`src/hw/rtl/tesp_pkg.sv`:
```
package tesp_pkg;

   localparam int MaxParams      = 16;
   localparam int MaxStringBytes = 4096;
   localparam int SlotW          = $clog2(MaxParams);
   localparam int TotalW         = $clog2(MaxParams + 1);
   localparam int StrW           = $clog2(MaxStringBytes + 1);
   localparam int MaxOut         = 16;

   localparam logic [7:0] BYTE_ESC = 8'h1b;
   localparam logic [7:0] BYTE_BEL = 8'h07;
   localparam logic [7:0] BYTE_CAN = 8'h18;
   localparam logic [7:0] BYTE_SUB = 8'h1a;
   localparam logic [7:0] BYTE_DEL = 8'h7f;
   localparam logic [20:0] CP_REPL = 21'h00fffd;

   typedef enum logic [3:0] {
      M_GROUND, M_ESC, M_ESC_INT, M_CSI_ENTRY, M_CSI_PARAM, M_CSI_INT, M_CSI_IGN,
      M_DCS_ENTRY, M_DCS_PARAM, M_DCS_INT, M_DCS_IGN, M_DCS_PASS, M_STR_IGN, M_OSC
   } mode_type;

   typedef enum logic [2:0] {
      ACT_PRINT, ACT_EXEC, ACT_ESC, ACT_CSI, ACT_OSC_BYTE, ACT_OSC_END, ACT_OSC_ABORT
   } action_type;

   typedef enum logic [1:0] {
      CTL_IDLE, CTL_STEP, CTL_EMIT, CTL_LIST
   } ctl_state_type;

   // Commands from the controller to the datapath.
   typedef struct packed {
      logic take;      // register the incoming byte
      logic step;      // evaluate one parser step on the held byte
      logic list_load; // start walking the parameter list
      logic list_next; // advance the parameter walk
   } cmd_type;

   // Status from the datapath to the controller.
   typedef struct packed {
      logic has_out;   // this step emits a single result
      logic has_list;  // this step emits a parameter list
      logic again;     // byte must be processed a second time
      logic list_end;  // current parameter is the last one
   } stat_type;

endpackage

```
`src/hw/rtl/tesp_ctrl.sv`:
```
module tesp_ctrl import tesp_pkg::*; (
   input  logic     clock,
   input  logic     reset,
   input  logic     req_valid,
   output logic     req_stall,
   output logic     rsp_valid,
   input  logic     rsp_stall,
   input  stat_type stat,
   output cmd_type  cmd,
   output logic     list_mode
);

   ctl_state_type state_ff, state_in;

   // State register.
   always_ff @(posedge clock) begin
      if (reset) begin
         state_ff <= CTL_IDLE;
      end else begin
         state_ff <= state_in;
      end
   end

   // Next state.
   always_comb begin
      state_in = state_ff;
      case (state_ff)
         CTL_IDLE: begin
            if (req_valid) state_in = CTL_STEP;
         end
         CTL_STEP: begin
            if (stat.has_list) state_in = CTL_LIST;
            else if (stat.has_out) state_in = CTL_EMIT;
            else if (!stat.again) state_in = CTL_IDLE;
         end
         CTL_EMIT: begin
            if (!rsp_stall) state_in = stat.again ? CTL_STEP : CTL_IDLE;
         end
         CTL_LIST: begin
            if (!rsp_stall && stat.list_end) state_in = CTL_IDLE;
         end
         default: state_in = CTL_IDLE;
      endcase
   end

   // Outputs.
   always_comb begin
      cmd       = '0;
      req_stall = 1'b1;
      rsp_valid = 1'b0;
      list_mode = (state_ff == CTL_LIST);
      case (state_ff)
         CTL_IDLE: begin
            req_stall = 1'b0;
            cmd.take  = req_valid;
         end
         CTL_STEP: begin
            cmd.step      = 1'b1;
            cmd.list_load = stat.has_list;
         end
         CTL_EMIT: rsp_valid = 1'b1;
         CTL_LIST: begin
            rsp_valid     = 1'b1;
            cmd.list_next = !rsp_stall;
         end
         default: ;
      endcase
   end

endmodule

```
`src/hw/rtl/tesp_data.sv`:
```
module tesp_data import tesp_pkg::*; (
   input  logic        clock,
   input  logic        reset,
   input  cmd_type     cmd,
   input  logic        list_mode,
   input  logic [7:0]  req_byte_in,
   output stat_type    stat,
   output logic [2:0]  rsp_action,
   output logic [20:0] rsp_code_point,
   output logic [7:0]  rsp_final_byte,
   output logic [7:0]  rsp_intermediate,
   output logic [7:0]  rsp_private_marker,
   output logic [3:0]  rsp_param_index,
   output logic [19:0] rsp_param_value,
   output logic        rsp_param_omitted,
   output logic        rsp_param_is_sub,
   output logic        rsp_string_overflow,
   output logic        rsp_last
);

   logic [7:0]  byte_ff;
   mode_type    mode_ff, mode_in;
   logic [20:0] acc_ff, acc_in;
   logic [1:0]  left_ff, left_in;
   logic [16:0] lower_ff, lower_in;
   logic [19:0] pval_ff [MaxParams];
   logic [1:0]  pflag_ff [MaxParams];
   logic [TotalW-1:0] total_ff, total_in;
   logic        open_ff, open_in;       // a slot is open
   logic        sink_ff, sink_in;       // open slot is the overflow sink
   logic [SlotW-1:0] slot_ff, slot_in;
   logic        nsub_ff, nsub_in;
   logic [7:0]  mark_ff, mark_in;
   logic [7:0]  inter_ff, inter_in;
   logic        iovf_ff, iovf_in;
   logic [StrW-1:0] scnt_ff, scnt_in;
   logic        sovf_ff, sovf_in;
   logic        sesc_ff, sesc_in;
   logic        again_ff;               // pending reprocess after this result

   // Single result of a step.
   logic        out_v;
   action_type  out_act;
   logic [20:0] out_cp;
   logic [7:0]  out_fb;
   logic        out_ovf;
   action_type  oact_ff;
   logic [20:0] ocp_ff;
   logic [7:0]  ofb_ff, fin_ff;
   logic        oovf_ff;
   logic        olast_ff;
   logic        again_now;
   logic        again_emit;             // the repeated step will emit a result
   logic        list_now;

   // Parameter write.
   logic             pw_en;
   logic [SlotW-1:0] pw_idx;
   logic [19:0]      pw_val;
   logic [1:0]       pw_flag;

   // List walk.
   logic [4:0]  li_ff;
   logic [4:0]  lend;
   logic        lempty_ff;

   logic [7:0] b;
   logic is_fin, is_int, is_dig;
   logic [19:0] cur, grown;
   logic [20:0] cp_done;
   logic ok;

   assign b      = byte_ff;
   assign is_fin = (b >= 8'h40) && (b <= 8'h7e);
   assign is_int = (b >= 8'h20) && (b <= 8'h2f);
   assign is_dig = (b >= 8'h30) && (b <= 8'h39);
   assign cur    = pval_ff[slot_ff];
   assign grown  = 20'(cur * 20'd10) + {16'd0, b[3:0]};
   assign cp_done = {acc_ff[14:0], b[5:0]};
   assign ok = (cp_done >= {4'd0, lower_ff}) && (cp_done <= 21'h10ffff)
      && !((cp_done >= 21'h00d800) && (cp_done <= 21'h00dfff));

   // One parser step on the held byte.
   always_comb begin
      mode_in = mode_ff; acc_in = acc_ff; left_in = left_ff; lower_in = lower_ff;
      total_in = total_ff; open_in = open_ff; sink_in = sink_ff; slot_in = slot_ff;
      nsub_in = nsub_ff; mark_in = mark_ff; inter_in = inter_ff; iovf_in = iovf_ff;
      scnt_in = scnt_ff; sovf_in = sovf_ff; sesc_in = sesc_ff;
      out_v = 1'b0; out_act = ACT_PRINT; out_cp = '0; out_fb = '0; out_ovf = 1'b0;
      again_now = 1'b0; again_emit = 1'b0; list_now = 1'b0;
      pw_en = 1'b0; pw_idx = slot_ff; pw_val = '0; pw_flag = '0;

      if (mode_ff == M_GROUND) begin
         if (b == BYTE_ESC || b < 8'h20 || b == BYTE_DEL) begin
            if (left_ff != 2'd0) begin
               // Broken sequence: print replacement and take the byte again.
               out_v = 1'b1; out_cp = CP_REPL;
               acc_in = '0; left_in = '0; lower_in = '0; again_now = 1'b1;
               again_emit = (b != BYTE_ESC) && (b != BYTE_DEL);
            end else if (b == BYTE_ESC) begin
               total_in = '0; open_in = 1'b0; sink_in = 1'b0; nsub_in = 1'b0;
               mark_in = '0; inter_in = '0; iovf_in = 1'b0; mode_in = M_ESC;
            end else if (b != BYTE_DEL) begin
               out_v = 1'b1; out_act = ACT_EXEC; out_fb = b;
            end
         end else if (left_ff != 2'd0) begin
            if (b[7:6] == 2'b10) begin
               if (left_ff == 2'd1) begin
                  out_v = 1'b1; out_cp = ok ? cp_done : CP_REPL;
                  acc_in = '0; left_in = '0; lower_in = '0;
               end else begin
                  acc_in = {acc_ff[14:0], b[5:0]}; left_in = left_ff - 2'd1;
               end
            end else begin
               out_v = 1'b1; out_cp = CP_REPL;
               acc_in = '0; left_in = '0; lower_in = '0; again_now = 1'b1;
               // A new lead byte only starts a sequence; others print.
               again_emit = !b[7] || (b[7:3] == 5'b11111);
            end
         end else if (!b[7]) begin
            out_v = 1'b1; out_cp = {13'd0, b};
         end else if (b[7:5] == 3'b110) begin
            acc_in = {16'd0, b[4:0]}; left_in = 2'd1; lower_in = 17'h00080;
         end else if (b[7:4] == 4'b1110) begin
            acc_in = {17'd0, b[3:0]}; left_in = 2'd2; lower_in = 17'h00800;
         end else if (b[7:3] == 5'b11110) begin
            acc_in = {18'd0, b[2:0]}; left_in = 2'd3; lower_in = 17'h10000;
         end else begin
            out_v = 1'b1; out_cp = CP_REPL;
         end
      end else if (mode_ff inside {M_DCS_IGN, M_DCS_PASS, M_STR_IGN, M_OSC}) begin
         if (sesc_ff) begin
            sesc_in = 1'b0; scnt_in = '0;
            if (b == 8'h5c) begin
               mode_in = M_GROUND;
               if (mode_ff == M_OSC) begin
                  out_v = 1'b1; out_act = ACT_OSC_END; out_ovf = sovf_ff;
               end
            end else begin
               total_in = '0; open_in = 1'b0; sink_in = 1'b0; nsub_in = 1'b0;
               mark_in = '0; inter_in = '0; iovf_in = 1'b0; mode_in = M_ESC;
               again_now = 1'b1;
               // In the escape state only controls and dispatches emit.
               if (b < 8'h20) begin
                  again_emit = !(b inside {BYTE_ESC, BYTE_CAN, BYTE_SUB});
               end else begin
                  again_emit = (b >= 8'h30) && (b != BYTE_DEL)
                     && !(b inside {8'h50, 8'h58, 8'h5b, 8'h5d, 8'h5e, 8'h5f});
               end
               if (mode_ff == M_OSC) begin
                  out_v = 1'b1; out_act = ACT_OSC_ABORT;
               end
            end
         end else if (b == BYTE_ESC) begin
            sesc_in = 1'b1;
         end else if (b == BYTE_BEL) begin
            mode_in = M_GROUND; scnt_in = '0;
            if (mode_ff == M_OSC) begin
               out_v = 1'b1; out_act = ACT_OSC_END; out_ovf = sovf_ff;
            end
         end else if (b == BYTE_CAN || b == BYTE_SUB) begin
            mode_in = M_GROUND; scnt_in = '0;
            if (mode_ff == M_OSC) begin
               out_v = 1'b1; out_act = ACT_OSC_ABORT;
            end
         end else if (b >= 8'h20 && mode_ff == M_OSC) begin
            if (scnt_ff >= StrW'(MaxStringBytes)) begin
               sovf_in = 1'b1;
            end else begin
               scnt_in = scnt_ff + 1'b1;
               out_v = 1'b1; out_act = ACT_OSC_BYTE; out_fb = b;
            end
         end
      end else if (b == BYTE_ESC) begin
         total_in = '0; open_in = 1'b0; sink_in = 1'b0; nsub_in = 1'b0;
         mark_in = '0; inter_in = '0; iovf_in = 1'b0; mode_in = M_ESC;
      end else if (b == BYTE_CAN || b == BYTE_SUB) begin
         mode_in = M_GROUND;
      end else begin
         case (mode_ff)
            M_ESC, M_ESC_INT: begin
               if (b < 8'h20) begin
                  out_v = 1'b1; out_act = ACT_EXEC; out_fb = b;
               end else if (b == BYTE_DEL) begin
               end else if (is_int) begin
                  if (inter_ff == '0) inter_in = b; else iovf_in = 1'b1;
                  mode_in = M_ESC_INT;
               end else if (mode_ff == M_ESC && b == 8'h5b) begin
                  mode_in = M_CSI_ENTRY;
               end else if (mode_ff == M_ESC && b == 8'h5d) begin
                  scnt_in = '0; sovf_in = 1'b0; sesc_in = 1'b0; mode_in = M_OSC;
               end else if (mode_ff == M_ESC && b == 8'h50) begin
                  mode_in = M_DCS_ENTRY;
               end else if (mode_ff == M_ESC && (b == 8'h58 || b == 8'h5e || b == 8'h5f))
               begin
                  sesc_in = 1'b0; mode_in = M_STR_IGN;
               end else begin
                  mode_in = M_GROUND;
                  if (!iovf_ff) begin
                     out_v = 1'b1; out_act = ACT_ESC; out_fb = b;
                  end
               end
            end
            M_CSI_ENTRY, M_CSI_PARAM, M_CSI_INT, M_CSI_IGN,
            M_DCS_ENTRY, M_DCS_PARAM, M_DCS_INT: begin
               if (mode_ff inside {M_CSI_ENTRY, M_CSI_PARAM, M_CSI_INT, M_CSI_IGN}
                   && b < 8'h20) begin
                  out_v = 1'b1; out_act = ACT_EXEC; out_fb = b;
               end else if (mode_ff == M_CSI_IGN) begin
                  if (is_fin) mode_in = M_GROUND;
               end else if (b == BYTE_DEL && mode_ff inside {M_CSI_ENTRY, M_CSI_PARAM,
                            M_CSI_INT}) begin
               end else if (mode_ff inside {M_CSI_ENTRY, M_CSI_PARAM, M_DCS_ENTRY,
                            M_DCS_PARAM} && (is_dig || b == 8'h3b || b == 8'h3a)) begin
                  mode_in = (mode_ff inside {M_CSI_ENTRY, M_CSI_PARAM})
                     ? M_CSI_PARAM : M_DCS_PARAM;
                  if (is_dig) begin
                     if (!open_ff) begin
                        open_in = 1'b1;
                        if (total_ff < TotalW'(MaxParams)) begin
                           slot_in = SlotW'(total_ff); total_in = total_ff + 1'b1;
                           pw_en = 1'b1; pw_idx = SlotW'(total_ff);
                           pw_val = {16'd0, b[3:0]}; pw_flag = {nsub_ff, 1'b0};
                        end else begin
                           sink_in = 1'b1;
                        end
                     end else if (!sink_ff && cur <= 20'd65535) begin
                        pw_en = 1'b1; pw_val = grown; pw_flag = pflag_ff[slot_ff];
                     end
                  end else begin
                     if (!open_ff && total_ff < TotalW'(MaxParams)) begin
                        pw_en = 1'b1; pw_idx = SlotW'(total_ff);
                        pw_flag = {nsub_ff, 1'b1}; total_in = total_ff + 1'b1;
                     end
                     open_in = 1'b0; sink_in = 1'b0; nsub_in = (b == 8'h3a);
                  end
               end else if (mode_ff inside {M_CSI_ENTRY, M_CSI_PARAM}
                            && b >= 8'h3c && b <= 8'h3f) begin
                  if (mode_ff == M_CSI_ENTRY && total_ff == '0) begin
                     mark_in = b; mode_in = M_CSI_PARAM;
                  end else begin
                     mode_in = M_CSI_IGN;
                  end
               end else if (is_int) begin
                  if (inter_ff == '0) inter_in = b; else iovf_in = 1'b1;
                  mode_in = (mode_ff inside {M_CSI_ENTRY, M_CSI_PARAM, M_CSI_INT})
                     ? M_CSI_INT : M_DCS_INT;
               end else if (is_fin) begin
                  if (mode_ff inside {M_CSI_ENTRY, M_CSI_PARAM, M_CSI_INT}) begin
                     mode_in = M_GROUND;
                     list_now = !iovf_ff;
                  end else begin
                     scnt_in = '0; sovf_in = 1'b0; sesc_in = 1'b0; mode_in = M_DCS_PASS;
                  end
               end else begin
                  mode_in = (mode_ff inside {M_CSI_ENTRY, M_CSI_PARAM, M_CSI_INT})
                     ? M_CSI_IGN : M_DCS_IGN;
               end
            end
            default: mode_in = M_GROUND;
         endcase
      end
   end

   assign stat.has_out  = out_v;
   assign stat.has_list = list_now;
   assign stat.again    = cmd.step ? again_now : again_ff;
   assign lend = (total_ff > TotalW'(MaxOut)) ? 5'(MaxOut) : 5'(total_ff);
   assign stat.list_end = lempty_ff || (li_ff + 5'd1 >= lend);

   // Control registers.
   always_ff @(posedge clock) begin
      if (reset) begin
         mode_ff <= M_GROUND; acc_ff <= '0; left_ff <= '0; lower_ff <= '0;
         total_ff <= '0; open_ff <= 1'b0; sink_ff <= 1'b0; slot_ff <= '0;
         nsub_ff <= 1'b0; mark_ff <= '0; inter_ff <= '0; iovf_ff <= 1'b0;
         scnt_ff <= '0; sovf_ff <= 1'b0; sesc_ff <= 1'b0; again_ff <= 1'b0;
         li_ff <= '0; lempty_ff <= 1'b0;
      end else begin
         if (cmd.step) begin
            mode_ff <= mode_in; acc_ff <= acc_in; left_ff <= left_in;
            lower_ff <= lower_in; total_ff <= total_in; open_ff <= open_in;
            sink_ff <= sink_in; slot_ff <= slot_in; nsub_ff <= nsub_in;
            mark_ff <= mark_in; inter_ff <= inter_in; iovf_ff <= iovf_in;
            scnt_ff <= scnt_in; sovf_ff <= sovf_in; sesc_ff <= sesc_in;
            again_ff <= again_now;
         end
         if (cmd.list_load) begin
            li_ff <= '0; lempty_ff <= (total_ff == '0);
         end else if (cmd.list_next) begin
            li_ff <= li_ff + 5'd1;
         end
      end
   end

   // Payload registers: held byte, single result, parameter store.
   always_ff @(posedge clock) begin
      if (cmd.take) byte_ff <= req_byte_in;
      if (cmd.step) begin
         oact_ff <= out_act; ocp_ff <= out_cp; ofb_ff <= out_fb; oovf_ff <= out_ovf;
         olast_ff <= !(again_now && again_emit);
         fin_ff <= b;
      end
      if (cmd.step && pw_en) begin
         pval_ff[pw_idx]  <= pw_val;
         pflag_ff[pw_idx] <= pw_flag;
      end
   end

   logic [SlotW-1:0] lidx;
   logic [1:0] lflag;
   assign lidx  = SlotW'(li_ff);
   assign lflag = pflag_ff[lidx];

   // Result fields.
   always_comb begin
      rsp_action = oact_ff; rsp_code_point = ocp_ff; rsp_final_byte = ofb_ff;
      rsp_intermediate = '0; rsp_private_marker = '0; rsp_param_index = '0;
      rsp_param_value = '0; rsp_param_omitted = 1'b0; rsp_param_is_sub = 1'b0;
      rsp_string_overflow = oovf_ff; rsp_last = olast_ff;
      if (oact_ff == ACT_ESC) rsp_intermediate = inter_ff;
      if (list_mode) begin
         rsp_action = ACT_CSI; rsp_code_point = '0; rsp_final_byte = fin_ff;
         rsp_intermediate = inter_ff; rsp_private_marker = mark_ff;
         rsp_string_overflow = 1'b0; rsp_last = stat.list_end;
         rsp_param_index = li_ff[3:0];
         if (lempty_ff) begin
            rsp_param_omitted = 1'b1;
         end else begin
            rsp_param_omitted = lflag[0]; rsp_param_is_sub = lflag[1];
            rsp_param_value = lflag[0] ? 20'd0 : pval_ff[lidx];
         end
      end
   end

endmodule

```
`src/hw/rtl/terminal_escape_sequence_parser.sv`:
```
// Terminal output byte parser with UTF-8 decoding. One byte is taken per item;
// the parser step runs in the cycle after acceptance, and each result then
// occupies the output until it is taken. A byte that breaks a UTF-8 sequence
// or aborts a string by ESC is stepped a second time, and that step may emit
// one more result. A CSI dispatch emits one result per stored parameter (up
// to 16, or a single result when none is stored), one per cycle while the
// output does not stall.
module terminal_escape_sequence_parser import tesp_pkg::*; (
   input  logic        clock,
   input  logic        reset,
   input  logic        req_valid,
   output logic        req_stall,
   input  logic [7:0]  req_byte_in,
   output logic        rsp_valid,
   input  logic        rsp_stall,
   output logic [2:0]  rsp_action,
   output logic [20:0] rsp_code_point,
   output logic [7:0]  rsp_final_byte,
   output logic [7:0]  rsp_intermediate,
   output logic [7:0]  rsp_private_marker,
   output logic [3:0]  rsp_param_index,
   output logic [19:0] rsp_param_value,
   output logic        rsp_param_omitted,
   output logic        rsp_param_is_sub,
   output logic        rsp_string_overflow,
   output logic        rsp_last
);

   cmd_type  cmd;
   stat_type stat;
   logic     list_mode;

   // Sequencing of each item.
   tesp_ctrl u_ctrl (
      .clock, .reset, .req_valid, .req_stall, .rsp_valid, .rsp_stall,
      .stat, .cmd, .list_mode
   );

   // Parser state and result fields.
   tesp_data u_data (
      .clock, .reset, .cmd, .list_mode, .req_byte_in, .stat,
      .rsp_action, .rsp_code_point, .rsp_final_byte, .rsp_intermediate,
      .rsp_private_marker, .rsp_param_index, .rsp_param_value,
      .rsp_param_omitted, .rsp_param_is_sub, .rsp_string_overflow, .rsp_last
   );

endmodule

```
`config.mk`:
```
export PLATFORM = sky130hd
export DESIGN_NAME = terminal_escape_sequence_parser
export DESIGN_NICKNAME = d
export VERILOG_FILES = /design/src/hw/rtl/tesp_pkg.sv /design/src/hw/rtl/tesp_ctrl.sv /design/src/hw/rtl/tesp_data.sv /design/src/hw/rtl/terminal_escape_sequence_parser.sv
export SDC_FILE = /design/constraint.sdc
export NUM_CORES = 1
export LEC_CHECK = 0
export BUFFER_PORTS_ARGS = -buffer_cell sky130_fd_sc_hd__buf_2
export CORE_MARGIN = 1
export CORE_UTILIZATION = 65
export CTS_CLUSTER_DIAMETER = 80
export DETAILED_ROUTE_END_ITERATION = 8
export PLACE_DENSITY = 0.83
export SYNTH_ARGS = -nofsm -noshare
export SYNTH_HDL_FRONTEND = slang
export SYNTH_SLANG_ARGS = --single-unit
```
`constraint.sdc`:
```
create_clock -name clock -period 13.03 [get_ports clock]
set_clock_uncertainty 0.05 [all_clocks]
set_input_delay 2.606 -clock clock [delete_from_list [all_inputs] [get_ports clock]]
set_output_delay 2.606 -clock clock [all_outputs]
set_load 0.005 [all_outputs]
```
==> reports/metrics.json <==
{
  "yosys": {
    "synth-edff-count": 402,
    "asyncSetResetFlopFracSynth_pct": 0,
    "ys_seq_area_share_pct": 55.4,
    "avgSynthCellArea_sq_um": 14.4,
    "netlist_instances": 1730,
    "synth_area_leaders": "sky130_fd_sc_hd__edfxtp_1 (49%), sky130_fd_sc_hd__mux4_2 (20%), sky130_fd_sc_hd__dfxtp_1 (6.8%), sky130_fd_sc_hd__ha_1 (2.5%), sky130_fd_sc_hd__nor2_1 (2.0%)",
    "post_synth_top_area_cell": "sky130_fd_sc_hd__edfxtp_1",
    "dominantRegCellSynth": "sky130_fd_sc_hd__edfxtp_1",
    "synth.top_cell.area_share_pct": 48.5,
    "synth.yosys.warnings": 0,
    "syn-num-nets": 1793,
    "synth_seq_cells": 487,
    "synth_cell_types": 86,
    "syn-cell-area_sq_mm": 0.0249
  },
  "timing": {
    "worst_slew_margin_rel_pct": 16.4,
    "fmax_mhz": 136,
    "final_period_minus_worst_setup_slack_ns": 7.37,
    "max_slew.worst_pin.slew_ns": 1.24,
    "setup_ws_ns": 5.66,
    "ratio_of_final_minimum_period_to_clock_period_pct": 56.6,
    "timing.setup.tns_ns": 0,
    "unrepaired_setup_endpoints_after_global_routing": "no",
    "finalMaxSlewViolations": 0,
    "fin_worst_hold_slack_ns": 0.419,
    "final_hold_fails": 0,
    "setup_viol": 0
  },
  "critical_path": {
    "data_arrival_time_of_the_critical_path_ns": 7.56,
    "cp.required_ns": 13.21,
    "rrSetupSlack_ns": 5.66,
    "path_class": "flip-flop to flip-flop",
    "timing.reg2reg.worst_path_depth": 15,
    "critPathMaxFanout": 47,
    "worstPathCellList": "buf_4 -> buf_4 -> mux4_2 -> mux4_2 -> ha_1 -> ha_1 -> fa_1 -> a211oi_1 -> nor2_1 -> o22ai_1 -> xnor2_1 -> nor4_1 -> nand3b_1 -> xnor2_1 -> nor2_1",
    "worstSetupPathDepth": 15,
    "timing.critical_path.buf_inv": 2,
    "critical_path.top_delay_family": "simple AND/OR/NAND/NOR gates",
    "timing.critical_path.from_type": "flip-flop",
    "endpoint_kind": "flip-flop",
    "cpPeakStageDelay_ns": 0.83,
    "critical_path_s_slowest_cell": "sky130_fd_sc_hd__buf_4"
  },
  "place": {
    "worst_slack_at_placement_ns": 5.80,
    "routabilityCongestion": 0.959,
    "numPortBuffers": 89,
    "detailed_place_hpwl_mm": 40.7
  },
  "clocking": {
    "cts_root_buf": "sky130_fd_sc_hd__clkbuf_16",
    "buffers_inserted_by_post_cts_timing_repair": 0,
    "worst_setup_hold_path_clk_slew_ns": 0.06,
    "clk_path_buf_depth": 3,
    "cts_tree": "yes",
    "post_cts_resized": 0,
    "htree_levels": 2,
    "numClockSinks": 487,
    "cts_made_buffers": 49,
    "insertion_delay_ns": 0.60,
    "holdBufCountCts": 0
  },
  "final_layout": {
    "post-route-util_pct": 72.6,
    "ratio_of_cells_with_drive_above_1_in_the_final_layout_pct": 25.6,
    "fillerInstances": 2354,
    "seqCellArea_sq_mm": 0.0138,
    "multiInputGateArea_sq_mm": 0.0105,
    "num-nets-final": 1857,
    "area_delta_synth_final_pct": 9.99
  },
  "power_and_ir_drop": {
    "netSwitchingFraction_pct": 22.3,
    "power.combinational.fraction_pct": 5.5,
    "total_switching_power_mw": 0.722,
    "vdd.ir_drop.worst_mv": 0.142,
    "power.clock.fraction_pct": 41.4,
    "internal_power_mw": 2.51,
    "power_per_cell_area_mw_per_mm2": 118,
    "p_leak_nw": 8.85,
    "power.sequential.fraction_pct": 53.1
  },
  "die": {
    "initial_core_util_pct": 66.0,
    "core_sq_mm": 0.0377,
    "row_count": 71,
    "die_area_sq_mm": 0.0390,
    "num_io_pins": 90,
    "fp.dieW_microns": 198,
    "floorplan.die.height_microns": 198
  },
  "detailed_routing": {
    "wire_per_inst_microns": 28.1,
    "drc": 0,
    "avgViaCountPerCell": 7.12,
    "wl_mm": 65.9,
    "drt.antenna.violating_nets": 0,
    "drt_pass1_iterations": 8,
    "num_vias": 16700,
    "wl_met2_mm": 32.4,
    "top_signal_layer_used": "met4",
    "sum_of_met3_wire_segment_lengths_after_detailed_routing_mm": 6.26,
    "detail_route.wirelength.met1_mm": 24.1,
    "drt-initial-drc-count": 1835
  },
  "grt": {
    "grt_antenna_before_repair": 1,
    "total_global_route_track_usage_pct": 34.7,
    "via_count_of_the_first_global_routing_pass": 16500,
    "gr-total-overflow": 0,
    "grt_max_degree": 58,
    "grt_first_pass_wirelength_mm": 99.4
  },
  "hold_path": {
    "min-delay-path-class": "flip-flop to flip-flop",
    "hold_path_depth": 2
  },
  "run_status": {
    "result_of_the_run": "finished clean"
  },
  "run": {
    "max_cap_viol_count": 0
  }
}
==> cells in the mapped netlist (7+ instances only) <==
library cell               count
sky130_fd_sc_hd__a211oi_1     13
sky130_fd_sc_hd__a21o_1       10
sky130_fd_sc_hd__a21oi_1      80
sky130_fd_sc_hd__a31oi_1      16
sky130_fd_sc_hd__and2_1       40
sky130_fd_sc_hd__and3_1       47
sky130_fd_sc_hd__buf_1        20
sky130_fd_sc_hd__buf_2        12
sky130_fd_sc_hd__clkbuf_1     83
sky130_fd_sc_hd__dfxtp_1      85
sky130_fd_sc_hd__edfxtp_1    402
sky130_fd_sc_hd__ha_1         49
sky130_fd_sc_hd__inv_1        31
sky130_fd_sc_hd__mux2_2        8
sky130_fd_sc_hd__mux2i_1      14
sky130_fd_sc_hd__mux4_2      216
sky130_fd_sc_hd__nand2_1     101
sky130_fd_sc_hd__nand2b_1     15
sky130_fd_sc_hd__nand3_1      31
sky130_fd_sc_hd__nand3b_1     11
sky130_fd_sc_hd__nand4_1      13
sky130_fd_sc_hd__nor2_1      133
sky130_fd_sc_hd__nor2b_1      25
sky130_fd_sc_hd__nor3_1       28
sky130_fd_sc_hd__nor3b_1      14
sky130_fd_sc_hd__nor4_1        7
sky130_fd_sc_hd__o211ai_1      7
sky130_fd_sc_hd__o21a_1       18
sky130_fd_sc_hd__o21ai_0      42
sky130_fd_sc_hd__or3_1         9
sky130_fd_sc_hd__xnor2_1      22
sky130_fd_sc_hd__xor2_1       16
==> flip-flops by register name (all words and copies together) (netlist names), 2 cells and up, named ones only <==
register,count
u_ctrl.state_ff,2
u_data.acc_ff,15
u_data.b,8
u_data.fin_ff,8
u_data.inter_ff,8
u_data.left_ff,2
u_data.li_ff,5
u_data.lower_ff,3
u_data.mark_ff,8
u_data.mode_ff,4
u_data.oact_ff,3
u_data.ocp_ff,21
u_data.ofb_ff,8
u_data.pflag_ff,32
u_data.pval_ff,320
u_data.scnt_ff,13
u_data.slot_ff,4
u_data.total_ff,5
==> through the flow <==
stage / std cells / power (mW) / instance area, sq um
2_1_floorplan: 1730 / 1.87 / 24900
3_3_place_gp: 2254 / 1.92 / 25900
3_5_place_dp: 2254 / 1.93 / 25900
4_1_cts: 2342 / 3.24 / 27300
5_1_grt: 2342 / 3.32 / 27300
6_report: 2344 / 3.23 / 27400
==> worst reg2reg max path: stages (launching register included) <==
cell and delay [ns]:
sky130_fd_sc_hd__dfxtp_4 0.51, sky130_fd_sc_hd__buf_4 0.83, sky130_fd_sc_hd__buf_4 0.65, sky130_fd_sc_hd__mux4_2 0.59, sky130_fd_sc_hd__mux4_2 0.54, sky130_fd_sc_hd__ha_1 0.32, sky130_fd_sc_hd__ha_1 0.24, sky130_fd_sc_hd__fa_1 0.43
sky130_fd_sc_hd__a211oi_1 0.41, sky130_fd_sc_hd__nor2_1 0.18, sky130_fd_sc_hd__o22ai_1 0.24, sky130_fd_sc_hd__xnor2_1 0.16, sky130_fd_sc_hd__nor4_1 0.69, sky130_fd_sc_hd__nand3b_1 0.18, sky130_fd_sc_hd__xnor2_1 0.21, sky130_fd_sc_hd__nor2_1 0.79
==> kinds of logic (layout without fill, tap and decap cells) <==
group | count (synthesis) | in the layout | synth area share (%)
buf+inv | 149 | 250 | 2.37
fa+ha+maj | 53 | 53 | 2.71
compound gates | 251 | 251 | 6.62
other cells | 0 | 2 | 0
flops | 487 | 487 | 55.4
xor+xnor | 38 | 38 | 1.34
mux | 241 | 241 | 20.8
simple gates | 511 | 511 | 10.8
==> worst paths after layout <==
check,start,endpoint
max,flip-flop,u_data.pval_ff[2][15]
min,u_data.mark_ff[4],u_data.mark_ff[4]
max reg2reg,flip-flop,u_data.pval_ff[2][15]
min reg2reg,u_data.mark_ff[4],u_data.mark_ff[4]
==> layer usage <==
layer / vias to the layer above / global-route usage, %
li1: 7023 / -
met1: 8389 / 45.6
met2: 1083 / 55.8
met3: 195 / 6.15
met4: 0 / 18.0
met5: - / 0
==> power by group through the flow <==
stage               logic (mW)  registers [mW]  clock network (mW)
finish                   0.179            1.72                1.34
global route             0.197            1.72                1.40
CTS                      0.178            1.72                1.34
detailed placement       0.176            1.75                   0
global placement         0.173            1.75                   0
floorplan                0.130            1.74                   0
==> area by class of cell <==
type / count / area share (%)
sequential: 487 / 50.4
clock buffer: 64 / 4.91
timing repair buffer: 131 / 2.78
multi-input combinational: 1094 / 38.6
inverter: 31 / 0.425
clock inverter: 24 / 0.544
tap: 511 / 2.34
antenna: 2 / 0.0183
==> cells in the final DEF (no fill, tap or decap), drive strengths merged, types with 15 or more instances in the layout <==
cell type,netlist,routed
a21oi,81,81
a31oi,16,16
and2,41,41
and3,47,47
buf,34,131
clkbuf,84,64
clkinv,0,17
dfxtp,85,85
edfxtp,402,402
ha,49,49
inv,31,34
mux4,219,219
nand2,103,103
nand2b,15,15
nand3,31,31
nor2,133,133
nor2b,25,25
nor3,30,30
o21a,18,18
o21ai,48,48
xnor2,22,22
xor2,16,16
Power figures use the tool's default switching activity.
